===== config.mk =====
export PLATFORM = sky130hd
export DESIGN_NAME = disparity_to_depth
export DESIGN_NICKNAME = d
export VERILOG_FILES = /design/src/sv/d2d_pkg.sv /design/src/sv/d2d_front.sv /design/src/sv/d2d_div_stage.sv /design/src/sv/d2d_back.sv /design/src/sv/disparity_to_depth.sv
export VERILOG_INCLUDE_DIRS = /design/src /design/src/sv
export SDC_FILE = /design/constraint.sdc
export NUM_CORES = 2
export LEC_CHECK = 0
export BUFFER_PORTS_ARGS = -buffer_cell sky130_fd_sc_hd__buf_4
export CORE_UTILIZATION = 33
export CTS_CLUSTER_SIZE = 20
export DETAILED_ROUTE_END_ITERATION = 10
export GPL_ROUTABILITY_DRIVEN = 0
export MAX_ROUTING_LAYER = met4
export PLACE_DENSITY_LB_ADDON = 0.12
export SETUP_SLACK_MARGIN = 0.5
export SLEW_MARGIN = 20
export SYNTH_ARGS = -nofsm -noshare
export SYNTH_HDL_FRONTEND = slang
export SYNTH_SLANG_ARGS = --single-unit

===== constraint.sdc =====
create_clock -name i_clk -period 15.6 [get_ports i_clk]
set_input_delay 0.78 -clock i_clk [delete_from_list [all_inputs] [get_ports i_clk]]
set_output_delay 0.78 -clock i_clk [all_outputs]
set_load 0.1 [all_outputs]

===== src/sv/disparity_to_depth_defines.svh =====
// Assertion macros used by the disparity-to-depth RTL.
`ifndef DISPARITY_TO_DEPTH_DEFINES_SVH
`define DISPARITY_TO_DEPTH_DEFINES_SVH

// Same-cycle implication, checked out of reset.
`define D2D_ASSERT_IMPLY(lbl, ante, cons, msg) \
    lbl: assert property (@(posedge i_clk) disable iff (!i_rst_n) (ante) |-> (cons)) \
        else $error(msg);

// Next-cycle implication, checked out of reset.
`define D2D_ASSERT_NEXT(lbl, ante, cons, msg) \
    lbl: assert property (@(posedge i_clk) disable iff (!i_rst_n) (ante) |=> (cons)) \
        else $error(msg);

`endif


===== src/sv/d2d_pkg.sv =====
// Shared types and constants for the disparity-to-depth block.
package d2d_pkg;

    localparam int DISP_W           = 16;
    localparam int MIN_DISP_W       = 11;
    localparam int CFG_DATA_W       = 32;
    localparam int DEPTH_W          = 32;
    localparam int CFG_IDX_W        = 2;
    localparam int DISP_FRAC_BITS   = 4;
    localparam int DIV_BITS_PER_STG = 4;

    localparam logic [CFG_IDX_W-1:0] CFG_MIN_DISPARITY = 2'd0;
    localparam logic [CFG_IDX_W-1:0] CFG_DEPTH_SCALE   = 2'd1;
    localparam logic [CFG_IDX_W-1:0] CFG_DEPTH_OFFSET  = 2'd2;

    // Per-stage control: stage holds an item, and that item has a positive divisor.
    typedef struct packed {
        logic vld;
        logic pos;
    } t_stg_ctl;

endpackage


===== src/sv/d2d_front.sv =====
// Input stage: forms the divisor and the shifted numerator for one item.
module d2d_front #(
    parameter int DISP_FRAC_BITS = d2d_pkg::DISP_FRAC_BITS,
    parameter int DEN_W          = 16,
    parameter int QUO_W          = 36
) (
    input  logic                                  i_clk,
    input  logic                                  i_rst_n,
    input  logic                                  i_valid,
    output logic                                  o_ready,
    input  logic signed [d2d_pkg::DISP_W-1:0]     i_disparity,
    input  logic signed [d2d_pkg::MIN_DISP_W-1:0] i_min_disp,
    input  logic        [d2d_pkg::CFG_DATA_W-1:0] i_scale,
    input  logic                                  i_ready_dn,
    output d2d_pkg::t_stg_ctl                     o_ctl,
    output logic        [DEN_W-1:0]               o_den,
    output logic        [QUO_W-1:0]               o_nq
);

    localparam int SUB_W = DEN_W + 1;

    d2d_pkg::t_stg_ctl        r_ctl;
    logic        [DEN_W-1:0]  r_den;
    logic        [QUO_W-1:0]  r_nq;
    logic signed [SUB_W-1:0]  s_diff;
    logic                     s_pos;

    assign o_ready = !r_ctl.vld || i_ready_dn;

    // Remainder after removing the minimum disparity, in sub-pixel units.
    always_comb begin
        s_diff = SUB_W'(i_disparity) - (SUB_W'(i_min_disp) <<< DISP_FRAC_BITS);
        s_pos  = !s_diff[SUB_W-1] && (s_diff != '0);
    end

    always_ff @(posedge i_clk) begin
        if (!i_rst_n) begin
            r_ctl <= '0;
        end else if (o_ready) begin
            r_ctl.vld <= i_valid;
            r_ctl.pos <= s_pos;
        end
    end

    always_ff @(posedge i_clk) begin
        if (o_ready && i_valid) begin
            r_den <= s_diff[DEN_W-1:0];
            r_nq  <= QUO_W'(i_scale) << DISP_FRAC_BITS;
        end
    end

    assign o_ctl = r_ctl;
    assign o_den = r_den;
    assign o_nq  = r_nq;

endmodule


===== src/sv/d2d_div_stage.sv =====
// One pipeline stage of the restoring divider: STEPS quotient bits per stage.
module d2d_div_stage #(
    parameter int DEN_W = 16,
    parameter int QUO_W = 36,
    parameter int STEPS = d2d_pkg::DIV_BITS_PER_STG
) (
    input  logic              i_clk,
    input  logic              i_rst_n,
    input  d2d_pkg::t_stg_ctl i_ctl,
    output logic              o_ready,
    input  logic [DEN_W-1:0]  i_rem,
    input  logic [QUO_W-1:0]  i_nq,
    input  logic [DEN_W-1:0]  i_den,
    input  logic              i_ready_dn,
    output d2d_pkg::t_stg_ctl o_ctl,
    output logic [DEN_W-1:0]  o_rem,
    output logic [QUO_W-1:0]  o_nq,
    output logic [DEN_W-1:0]  o_den
);

    d2d_pkg::t_stg_ctl r_ctl;
    logic [DEN_W-1:0]  r_rem;
    logic [QUO_W-1:0]  r_nq;
    logic [DEN_W-1:0]  r_den;
    logic [DEN_W-1:0]  n_rem;
    logic [QUO_W-1:0]  n_nq;

    assign o_ready = !r_ctl.vld || i_ready_dn;

    // Shift in the next numerator bit, subtract the divisor where it fits.
    always_comb begin
        logic [DEN_W:0] v_trial;
        n_rem   = i_rem;
        n_nq    = i_nq;
        v_trial = '0;
        for (int i = 0; i < STEPS; i++) begin
            v_trial = {n_rem, n_nq[QUO_W-1]};
            n_nq    = n_nq << 1;
            if (v_trial >= {1'b0, i_den}) begin
                v_trial = v_trial - {1'b0, i_den};
                n_nq[0] = 1'b1;
            end
            n_rem = v_trial[DEN_W-1:0];
        end
    end

    always_ff @(posedge i_clk) begin
        if (!i_rst_n) begin
            r_ctl <= '0;
        end else if (o_ready) begin
            r_ctl <= i_ctl;
        end
    end

    always_ff @(posedge i_clk) begin
        if (o_ready && i_ctl.vld) begin
            r_rem <= n_rem;
            r_nq  <= n_nq;
            r_den <= i_den;
        end
    end

    assign o_ctl = r_ctl;
    assign o_rem = r_rem;
    assign o_nq  = r_nq;
    assign o_den = r_den;

endmodule


===== src/sv/d2d_back.sv =====
// Output: adds offset, saturates, zeroes invalid items, holds result.
module d2d_back #(
    parameter int QUO_W = 36
) (
    input  logic                                  i_clk,
    input  logic                                  i_rst_n,
    input  d2d_pkg::t_stg_ctl                     i_ctl,
    output logic                                  o_ready,
    input  logic        [QUO_W-1:0]               i_quot,
    input  logic signed [d2d_pkg::CFG_DATA_W-1:0] i_offset,
    output logic                                  o_valid,
    input  logic                                  i_stall,
    output logic signed [d2d_pkg::DEPTH_W-1:0]    o_value,
    output logic                                  o_dvalid,
    output logic                                  o_sat
);

    localparam int SUM_W = QUO_W + 2;
    localparam int EXT_W = SUM_W - d2d_pkg::DEPTH_W;
    localparam logic signed [SUM_W-1:0] MAX_V =
        $signed({{EXT_W{1'b0}}, 1'b0, {(d2d_pkg::DEPTH_W-1){1'b1}}});
    localparam logic signed [SUM_W-1:0] MIN_V =
        $signed({{EXT_W{1'b1}}, 1'b1, {(d2d_pkg::DEPTH_W-1){1'b0}}});

    logic                                r_vld;
    logic signed [d2d_pkg::DEPTH_W-1:0]  r_value;
    logic                                r_dvalid;
    logic                                r_sat;
    logic signed [SUM_W-1:0]             s_sum;
    logic signed [d2d_pkg::DEPTH_W-1:0]  n_value;
    logic                                n_sat;

    assign o_ready = !r_vld || !i_stall;

    always_comb begin
        s_sum   = $signed({2'b00, i_quot}) + SUM_W'(i_offset);
        n_sat   = 1'b0;
        n_value = s_sum[d2d_pkg::DEPTH_W-1:0];
        if (!i_ctl.pos) begin
            n_value = '0;
        end else if (s_sum > MAX_V) begin
            n_value = MAX_V[d2d_pkg::DEPTH_W-1:0];
            n_sat   = 1'b1;
        end else if (s_sum < MIN_V) begin
            n_value = MIN_V[d2d_pkg::DEPTH_W-1:0];
            n_sat   = 1'b1;
        end
    end

    always_ff @(posedge i_clk) begin
        if (!i_rst_n) begin
            r_vld <= 1'b0;
        end else if (o_ready) begin
            r_vld <= i_ctl.vld;
        end
    end

    always_ff @(posedge i_clk) begin
        if (o_ready && i_ctl.vld) begin
            r_value  <= n_value;
            r_dvalid <= i_ctl.pos;
            r_sat    <= n_sat;
        end
    end

    assign o_valid  = r_vld;
    assign o_value  = r_value;
    assign o_dvalid = r_dvalid;
    assign o_sat    = r_sat;

endmodule


===== src/sv/disparity_to_depth.sv =====
// Top level: stereo disparity to depth conversion, one item per clock while no stall
// holds the pipeline. Each item passes through the registered front stage, divider
// stages and output stage; a stage takes a new item as its last one moves on.
// The divider pipeline retires 4 quotient bits per stage.
// Synchronous active-low reset clears every stage valid bit and loads register defaults.
`include "disparity_to_depth_defines.svh"

module disparity_to_depth #(
    parameter int DISP_FRAC_BITS = d2d_pkg::DISP_FRAC_BITS
) (
    input  logic                                  i_clk,
    input  logic                                  i_rst_n,
    // configuration write port
    input  logic                                  i_cfg_wr_en,
    input  logic        [d2d_pkg::CFG_IDX_W-1:0]  i_cfg_index,
    input  logic        [d2d_pkg::CFG_DATA_W-1:0] i_cfg_data,
    // input item channel
    input  logic                                  i_in_valid,
    output logic                                  o_in_stall,
    input  logic signed [d2d_pkg::DISP_W-1:0]     i_disparity_sixteenths,
    // result item channel
    output logic                                  o_out_valid,
    input  logic                                  i_out_stall,
    output logic signed [d2d_pkg::DEPTH_W-1:0]    o_depth_value,
    output logic                                  o_depth_valid,
    output logic                                  o_depth_saturated
);

    // Divisor width: the largest positive remainder of disparity minus the
    // scaled minimum fits in this many unsigned bits.
    localparam int MIN_SH_W = d2d_pkg::MIN_DISP_W + DISP_FRAC_BITS;
    localparam int DEN_W    = (MIN_SH_W > d2d_pkg::DISP_W) ? MIN_SH_W : d2d_pkg::DISP_W;
    // Numerator is the scale shifted up by the disparity fraction bits.
    localparam int QUO_W    = d2d_pkg::CFG_DATA_W + DISP_FRAC_BITS;
    localparam int BPS      = d2d_pkg::DIV_BITS_PER_STG;
    localparam int NDIV     = (QUO_W + BPS - 1) / BPS;
    localparam int LAST_STP = QUO_W - BPS * (NDIV - 1);

    // ------------------------------------------------------------------
    // Configuration registers. Written only while the pipeline is empty (the user's
    // duty; the block does not enforce it), so each stage reads them directly.
    // ------------------------------------------------------------------
    logic signed [d2d_pkg::MIN_DISP_W-1:0] r_min_disp;
    logic        [d2d_pkg::CFG_DATA_W-1:0] r_depth_scale;
    logic signed [d2d_pkg::CFG_DATA_W-1:0] r_depth_offset;

    always_ff @(posedge i_clk) begin
        if (!i_rst_n) begin
            r_min_disp     <= '0;
            r_depth_scale  <= d2d_pkg::CFG_DATA_W'(65536);
            r_depth_offset <= '0;
        end else if (i_cfg_wr_en) begin
            case (i_cfg_index)
                d2d_pkg::CFG_MIN_DISPARITY: begin
                    r_min_disp <= i_cfg_data[d2d_pkg::MIN_DISP_W-1:0];
                end
                d2d_pkg::CFG_DEPTH_SCALE: begin
                    r_depth_scale <= i_cfg_data;
                end
                d2d_pkg::CFG_DEPTH_OFFSET: begin
                    r_depth_offset <= i_cfg_data;
                end
                default: begin
                    // unmapped index: drop the write
                end
            endcase
        end
    end

    // ------------------------------------------------------------------
    // Pipeline boundaries. Boundary 0 is the front stage output, boundary
    // NDIV feeds the output stage. s_rdy[k] is the ready of whoever
    // consumes boundary k; each stage advances when it is empty or its
    // consumer advances, so bubbles collapse under an output stall.
    // ------------------------------------------------------------------
    d2d_pkg::t_stg_ctl  s_ctl [NDIV+1];
    logic [DEN_W-1:0]   s_rem [NDIV+1];
    logic [QUO_W-1:0]   s_nq  [NDIV+1];
    logic [DEN_W-1:0]   s_den [NDIV+1];
    logic               s_rdy [NDIV+1];
    logic               s_front_rdy;

    // The partial remainder starts at zero for every item.
    assign s_rem[0] = '0;

    d2d_front #(
        .DISP_FRAC_BITS (DISP_FRAC_BITS),
        .DEN_W          (DEN_W),
        .QUO_W          (QUO_W)
    ) u_front (
        .i_clk       (i_clk),
        .i_rst_n     (i_rst_n),
        .i_valid     (i_in_valid),
        .o_ready     (s_front_rdy),
        .i_disparity (i_disparity_sixteenths),
        .i_min_disp  (r_min_disp),
        .i_scale     (r_depth_scale),
        .i_ready_dn  (s_rdy[0]),
        .o_ctl       (s_ctl[0]),
        .o_den       (s_den[0]),
        .o_nq        (s_nq[0])
    );

    // Stall the input only when the front stage is full and cannot drain.
    assign o_in_stall = !s_front_rdy;

    // Divider stages: each retires BPS quotient bits, the last one the rest.
    for (genvar gk = 0; gk < NDIV; gk++) begin : g_div
        d2d_div_stage #(
            .DEN_W (DEN_W),
            .QUO_W (QUO_W),
            .STEPS ((gk == NDIV - 1) ? LAST_STP : BPS)
        ) u_stage (
            .i_clk      (i_clk),
            .i_rst_n    (i_rst_n),
            .i_ctl      (s_ctl[gk]),
            .o_ready    (s_rdy[gk]),
            .i_rem      (s_rem[gk]),
            .i_nq       (s_nq[gk]),
            .i_den      (s_den[gk]),
            .i_ready_dn (s_rdy[gk+1]),
            .o_ctl      (s_ctl[gk+1]),
            .o_rem      (s_rem[gk+1]),
            .o_nq       (s_nq[gk+1]),
            .o_den      (s_den[gk+1])
        );
    end

    // Output stage: offset add, saturation, and the result register that
    // holds an item while the consumer stalls.
    d2d_back #(
        .QUO_W (QUO_W)
    ) u_back (
        .i_clk    (i_clk),
        .i_rst_n  (i_rst_n),
        .i_ctl    (s_ctl[NDIV]),
        .o_ready  (s_rdy[NDIV]),
        .i_quot   (s_nq[NDIV]),
        .i_offset (r_depth_offset),
        .o_valid  (o_out_valid),
        .i_stall  (i_out_stall),
        .o_value  (o_depth_value),
        .o_dvalid (o_depth_valid),
        .o_sat    (o_depth_saturated)
    );

    // ------------------------------------------------------------------
    // Checks
    // ------------------------------------------------------------------
    `D2D_ASSERT_IMPLY(a_invalid_zero, o_out_valid && !o_depth_valid, (o_depth_value == '0) && !o_depth_saturated, "invalid item must carry zero depth and no saturation")
    `D2D_ASSERT_IMPLY(a_sat_clip, o_out_valid && o_depth_saturated, (o_depth_value == 32'sh7FFF_FFFF) || (o_depth_value == 32'sh8000_0000), "saturated depth must sit at a range limit")
    `D2D_ASSERT_IMPLY(a_stall_full, o_in_stall, o_out_valid && i_out_stall, "input stalled while output side is free")
    `D2D_ASSERT_NEXT(a_stall_keeps, o_in_stall, o_out_valid, "full pipeline lost its output item")
    `D2D_ASSERT_IMPLY(a_quot_nonneg, o_out_valid && o_depth_valid && !o_depth_saturated && (r_depth_offset == '0), !o_depth_value[d2d_pkg::DEPTH_W-1], "depth with zero offset must not be negative")

endmodule


## After elaboration in Yosys (flattened, before gate mapping)

Cells that the tools add are included.

| word-level totals | value |
|---|---|
| register bits after elaboration | 726 |
| bits in latches | 0 |
| RAM bits | 0 |
| memory bits (read-only) | 0 |
| input port bits | 55 |
| output and inout bits | 36 |
| memories | 0 |

| operators by class | value |
|---|---|
| add/subtract/negate cells | 37 |
| $mul | 0 |
| div/mod/pow operators | 0 |
| magnitude comparators | 38 |
| equal/unequal tests | 2 |
| shift-type cells | 0 |
| mux-type cells | 75 |
| bitwise logic cells | 1 |
| reduce and logical (&&, ||, !) cells | 43 |

Operators with widths:

| kind | number |
|---|---|
| $ge 17x16->1 | 35 |
| $mux 16 | 35 |
| $sub 16x16->16 | 34 |
| $add 37x32->38 | 1 |
| $gt 38x32->1 const B | 1 |
| $lt 38x32->1 const B | 1 |
| $mux 1 | 38 |
| $mux 32 | 1 |
| $mux 31 | 1 |
| $reduce_bool 17->1 | 1 |
| $sub 16x15->17 | 1 |
| $ge 1x16->1 | 1 |
| $sub 1x16->16 | 1 |
| $logic_not 1->1 | 14 |
| $logic_and 1x1->1 | 12 |
| $logic_or 1x1->1 | 11 |
| $reduce_and 2->1 | 3 |
| $eq 2x1->1 const B | 1 |
| $eq 2x2->1 const B | 1 |
| $logic_not 2->1 | 1 |
| $reduce_or 2->1 | 1 |
| $not 1->1 | 1 |

## Logic depth before layout (Yosys ltp)

| logic depth | value |
|---|---|
| word-level depth | 13 |
| depth in mapped cells | 52 |
| depth with buffers taken out | 47 |

## Hierarchy

Synthesis repeated with hierarchy kept, for this count alone.

| unflattened totals | value |
|---|---|
| cell total of the unflattened synthesis | 6228 |
| area, all modules | 62568.8 um2 |

By module, submodules not included:

| module | times used | cells an instance | area each (um2) |
|---|---|---|---|
| d2d_div_stage (g_div[1].u_stage ...) | 5 | 577 | 5931.9 |
| d2d_div_stage (g_div[4].u_stage) | 1 | 631 | 6025.8 |
| d2d_div_stage (g_div[3].u_stage) | 1 | 606 | 5959.5 |
| d2d_div_stage (g_div[8].u_stage) | 1 | 585 | 5933.2 |
| d2d_div_stage (g_div[0].u_stage) | 1 | 579 | 5829.3 |
| d2d_back | 1 | 491 | 4026.4 |
| disparity_to_depth | 1 | 284 | 2813.9 |
| d2d_front | 1 | 167 | 2321.0 |

## Worst setup path before layout

No wires, ideal clock.

| timing path | value |
|---|---|
| path type | register to register |
| from | register g_div[6].u_stage.r_den[1] |
| to | register g_div[7].u_stage.r_rem[10] (data pin) |
| library setup time | 0.260 ns |
| arrival time | 10.124 ns |
| data required time | 15.340 ns |
| path slack | 5.216 ns |
| stages on the path, launching flop included | 47 |
| clock period less this slack | 10.384 ns |
| cell sequence | edfxtp_1 inv_1 ha_1 nor2b_1 o31ai_2 a21oi_1 or4_1 a31oi_2 buf_4 nor2_1 a21oi_1 inv_1 ha_1 nor2b_1 o2111ai_1 a31oi_1 a211oi_1 a21oi_1 [... 11 more ...] a311o_1 o2111a_1 buf_4 o21ai_0 ha_1 nor2b_1 o21ai_0 a21oi_1 o41ai_1 o21ai_0 o21ai_0 nand2b_1 a221o_1 a211oi_1 a21boi_2 inv_2 buf_2 mux2_2 |

| on the way | value |
|---|---|
| word-level cells in the longest chain between the ends | 8 |

RTL lines:

| what | RTL line | source |
|---|---|---|
| from (decl) | d2d_div_stage.sv:24 | `logic [DEN_W-1:0] r_den;` |
| from (signal assigned) | d2d_div_stage.sv:59 | `r_den <= i_den;` |
| $sub 16x16->16 / $ge 17x16->1 (equally long branches) | d2d_div_stage.sv:40, d2d_div_stage.sv:39 |  |
| $mux 16 | d2d_div_stage.sv:39 | `if (v_trial >= {1'b0, i_den}) begin` |
| $sub 16x16->16 / $ge 17x16->1 (equally long branches) | d2d_div_stage.sv:40, d2d_div_stage.sv:39 |  |
| $mux 16 | d2d_div_stage.sv:39 |  |
| $sub 16x16->16 / $ge 17x16->1 (equally long branches) | d2d_div_stage.sv:40, d2d_div_stage.sv:39 |  |
| $mux 16 | d2d_div_stage.sv:39 |  |
| $sub 16x16->16 / $ge 17x16->1 (equally long branches) | d2d_div_stage.sv:40, d2d_div_stage.sv:39 |  |
| $mux 16 (*) | d2d_div_stage.sv:39 |  |
| named net g_div[7].u_stage.n_rem[10] | d2d_div_stage.sv:25 | `logic [DEN_W-1:0] n_rem;` |
| to (signal assigned) | d2d_div_stage.sv:57 | `r_rem <= n_rem;` |
| to (decl) | d2d_div_stage.sv:22 | `logic [DEN_W-1:0] r_rem;` |

Mark *: on every way through the listed nets, which the timed path passes. The rest lies on a longest branch.
A chain may end at the register's enable or synchronous reset.

## Worst setup path after layout

| timing path | value |
|---|---|
| from | register g_div[5].u_stage.r_den[1] |
| to | register g_div[6].u_stage.r_rem[9] (data pin) |

| on the way | value |
|---|---|
| word-level cells in the longest chain between the ends | 8 |

RTL lines:

| what | RTL line |
|---|---|
| from (decl) | d2d_div_stage.sv:24 |
| from (signal assigned) | d2d_div_stage.sv:59 |
| $sub 16x16->16 / $ge 17x16->1 (equally long branches) | d2d_div_stage.sv:40, d2d_div_stage.sv:39 |
| $mux 16 | d2d_div_stage.sv:39 |
| $sub 16x16->16 / $ge 17x16->1 (equally long branches) | d2d_div_stage.sv:40, d2d_div_stage.sv:39 |
| $mux 16 | d2d_div_stage.sv:39 |
| $sub 16x16->16 / $ge 17x16->1 (equally long branches) | d2d_div_stage.sv:40, d2d_div_stage.sv:39 |
| $mux 16 | d2d_div_stage.sv:39 |
| $sub 16x16->16 / $ge 17x16->1 (equally long branches) | d2d_div_stage.sv:40, d2d_div_stage.sv:39 |
| $mux 16 (*) | d2d_div_stage.sv:39 |
| named net g_div[6].u_stage.n_rem[9] | d2d_div_stage.sv:25 |
| to (signal assigned) | d2d_div_stage.sv:57 |
| to (decl) | d2d_div_stage.sv:22 |

Marked as above.

==> flow_summary_export.csv <==
group,metric,value,unit
global_routing,grt_overflow,0,
global_routing,grt_pass1_vias,41250,
logic_synthesis,syn_avg_cell_area,9.754,µm²
logic_synthesis,synth_top_flop_cell,"edfxtp_1",
clock_network,postCtsSetupBuffers,0,
clock_network,cts_tree,"done",
timing,final-setup-viol-count,0,
worst_hold_path,min_path_type,"in -> reg",
final_layout,nFillCells,16920,
worst_setup_path,reg2reg_depth,43,
logic_synthesis,synthDistinctLibCells,104,
timing,maxSlewViolCount,0,
worst_setup_path,cp_max_fo,27,
die,initial_utilization,0.3341,
worst_setup_path,arrival,13.01,ns
logic_synthesis,ys.warnings.count,0,
logic_synthesis,async_flop_share,0,
timing,max_freq,79.51,MHz
place,hpwl,126.5,mm
timing,finalCriticalPeriod,12.58,ns
timing,finalSetupTns,0,ns
die,die_h,414.4,µm
logic_synthesis,ys_top_cells_by_count,"edfxtp_1 (630), ha_1 (608), nand2_1 (529)",
outcome,outcome,"complete, no violations",
logic_synthesis,synth.area.top_cells,"edfxtp_1 (34%), ha_1 (14%), mux2_2 (4.6%)",
global_routing,grt_max_degree,98,
global_routing,grt_pass1_wl,246.6,mm
final_layout,finalNetCount,6550,
logic_synthesis,seq_area_frac_synth,0.3714,
worst_setup_path,critPathRequiredTime,16.03,ns
worst_setup_path,reg2reg_setup_slack,3.02,ns
run,cap_violations,0,
clock_network,insertion_delay,0.69,ns
die,io_pins,91,
worst_setup_path,cp_common_cell,"o21ai_0",
logic_synthesis,netlist_instances,5753,
die,num_rows,150,
die,design.die.area,0.1717,mm²
timing,period_share,0.8062,
logic_synthesis,synth-edff-count,630,
worst_setup_path,cp_slowest_cell,"edfxtp_1",
worst_setup_path,crit_type,"reg -> reg",
final_layout,areaGrowthSynthToFinish,10.94,%
logic_synthesis,ys_seq_elements,726,
clock_network,htree_levels,3,
logic_synthesis,netlist_area,0.05612,mm²
route,wire_per_inst,19.86,µm
logic_synthesis,synth_most_common_cell,"edfxtp_1",
clock_network,clock_path_buffers,3,
timing,rsz0062_at_grt,"no",
global_routing,grtUsageTotal,0.1887,
timing,max_slew_margin,0.2713,
clock_network,clkTransAtPathRegs,0.06,ns
final_layout,drive_above_1_share,0.09944,
worst_hold_path,hold_path_depth,1,
route,drt_iter0_markers,2651,
clock_network,cts_hold_buf,0,
route,vias_per_cell,5.255,
route,drc,0,
logic_synthesis,yosys.area.top_type_share,0.3371,
worst_hold_path,min_to,"u_front.o_den[2]",
worst_hold_path,hp-start,"i_disparity_sixteenths[2]",
worst_setup_path,slowest_delay,0.58,ns
global_routing,antenna_found_initial,4,
worst_setup_path,crit_start,"g_div[5].u_stage.o_den[1]",
timing,worst_pin_slew,1.079,ns
timing,hold_viol_final,0,
clock_network,clock-sinks,726,
route,routed_wl,161.5,mm
place,portBuffers,90,
route,ant_nets,0,
worst_setup_path,reg2reg_to,"g_div[6].u_stage.o_rem[9]",
die,die_x,414.4,µm
worst_setup_path,r2r_start,"g_div[5].u_stage.o_den[1]",
worst_setup_path,setup.worst_path.start_class,"flop",
logic_synthesis,syn_nets,6450,
clock_network,cts-root-buf,"clkbuf_16",
worst_setup_path,crit_path_end_kind,"flop",
timing,fin_skew,0.02325,ns
clock_network,cts_buffers,82,
logic_synthesis,synth.largest_area_cell,"edfxtp_1",
clock_network,ctsResizeCount,0,
route,vias,42720,
route,dr.pass1.iters,6,
die,coreArea,0.1680,mm²
==> per-layer routing <==
metal / up-vias / global-route usage / share of wire
li1: 21580 / - / -
met1: 20290 / 0.2487 / 0.47
met2: 653 / 0.3044 / 0.46
met3: 194 / 0.01937 / 0.031
met4: 0 / 0.05746 / 0.031
met5: - / - / 0
==> cells in the final DEF (no fill, tap or decap), types with 35 or more instances in the layout <==
cell and n:
mux2_2 231, a31oi_1 42, a21oi_1 421, clkbuf_16 82
nor2_1 337, xor2_1 159, buf_4 127, a211oi_1 52
nand4_1 89, o21ai_0 326, nor3_1 101, nor4_1 47
nand2_1 529, a21boi_0 98, nand2b_1 51, dfxtp_1 96
mux2i_1 52, ha_1 608, nand3_1 106, o211ai_1 38
xnor2_1 273, a21o_1 221, o31ai_1 42, or3_1 35
o21a_1 92, inv_1 374, edfxtp_1 630, nor2b_1 100
o21bai_1 56
==> critical path: cells and delay by family, from the launching register on <==
family	cells	cell delay (ns)
AOI/OAI and AO/OA	26	7.40
muxes	3	1.16
buffers and inverters	6	1.20
DFF	1	0.58
adders and majority gates	4	1.32
and+or+nand+nor	4	0.59
==> logic make-up after synthesis <==
group | share of synthesized area
AO/OA/AOI/OAI | 0.1877
adder cells (fa/ha/maj) | 0.1477
XOR/XNOR | 0.06742
multiplexers | 0.05844
flip-flops | 0.3714
AND/OR/NAND/NOR | 0.1326
buffers and inverters | 0.03469
==> how the worst max path moves through the flow <==
stage                                       endpoint  slack, ns  depth (start not counted)
after floorplan           g_div[7].u_stage.o_rem[10]       5.22                         46
after global placement    g_div[6].u_stage.o_rem[12]       3.16                         43
after detailed placement   g_div[6].u_stage.o_rem[9]       3.20                         43
after CTS                  g_div[6].u_stage.o_rem[9]       3.08                         43
after global routing       g_div[7].u_stage.o_rem[6]       1.94                         43
final                      g_div[6].u_stage.o_rem[9]       3.02                         43
==> stage by stage <==
step           std cells  setup slack (ns)  area (µm²)    util  hold WS (ns)
3_3_place_gp        7972             3.159       59410  0.3537        0.4003
3_5_place_dp        7972             3.199       59410  0.3537        0.4045
5_1_grt             8127             1.942       62250  0.3706        0.2695
6_report            8128             3.024       62250  0.3706        0.3135
2_1_floorplan       5753             5.216       56120       -        0.4003
4_1_cts             8126             3.076       62220  0.3704        0.2500
==> layout make-up <==
type                       count  area (µm²)  share of cell area
clock inverter                46       603.1            0.009687
clock buffer                 108        2210             0.03549
tap                         2204        2758             0.04430
inverter                     381        1430             0.02297
timing repair buffer         128       980.9             0.01576
multi-input combinational   4534       33430              0.5370
sequential                   726       20840              0.3348
antenna                        1       2.502          0.00004020
==> flip-flops by register name, summed over array words and instances, names as in the netlist <==
signal and cells:
g_div.u_stage.o_ctl 18, r_depth_scale 32, r_min_disp 11, g_div.u_stage.o_nq 292, u_back.o_value 32, g_div.u_stage.o_rem 128
u_front.o_den 16, r_depth_offset 32, u_front.o_ctl 2, u_back.o_sat 1, g_div.u_stage.o_den 128, u_front.o_nq 32
u_back.o_dvalid 1, u_back.o_valid 1
Power is not shown: default switching activity piles up to over one toggle a cycle in this logic, so the estimate is an artifact.
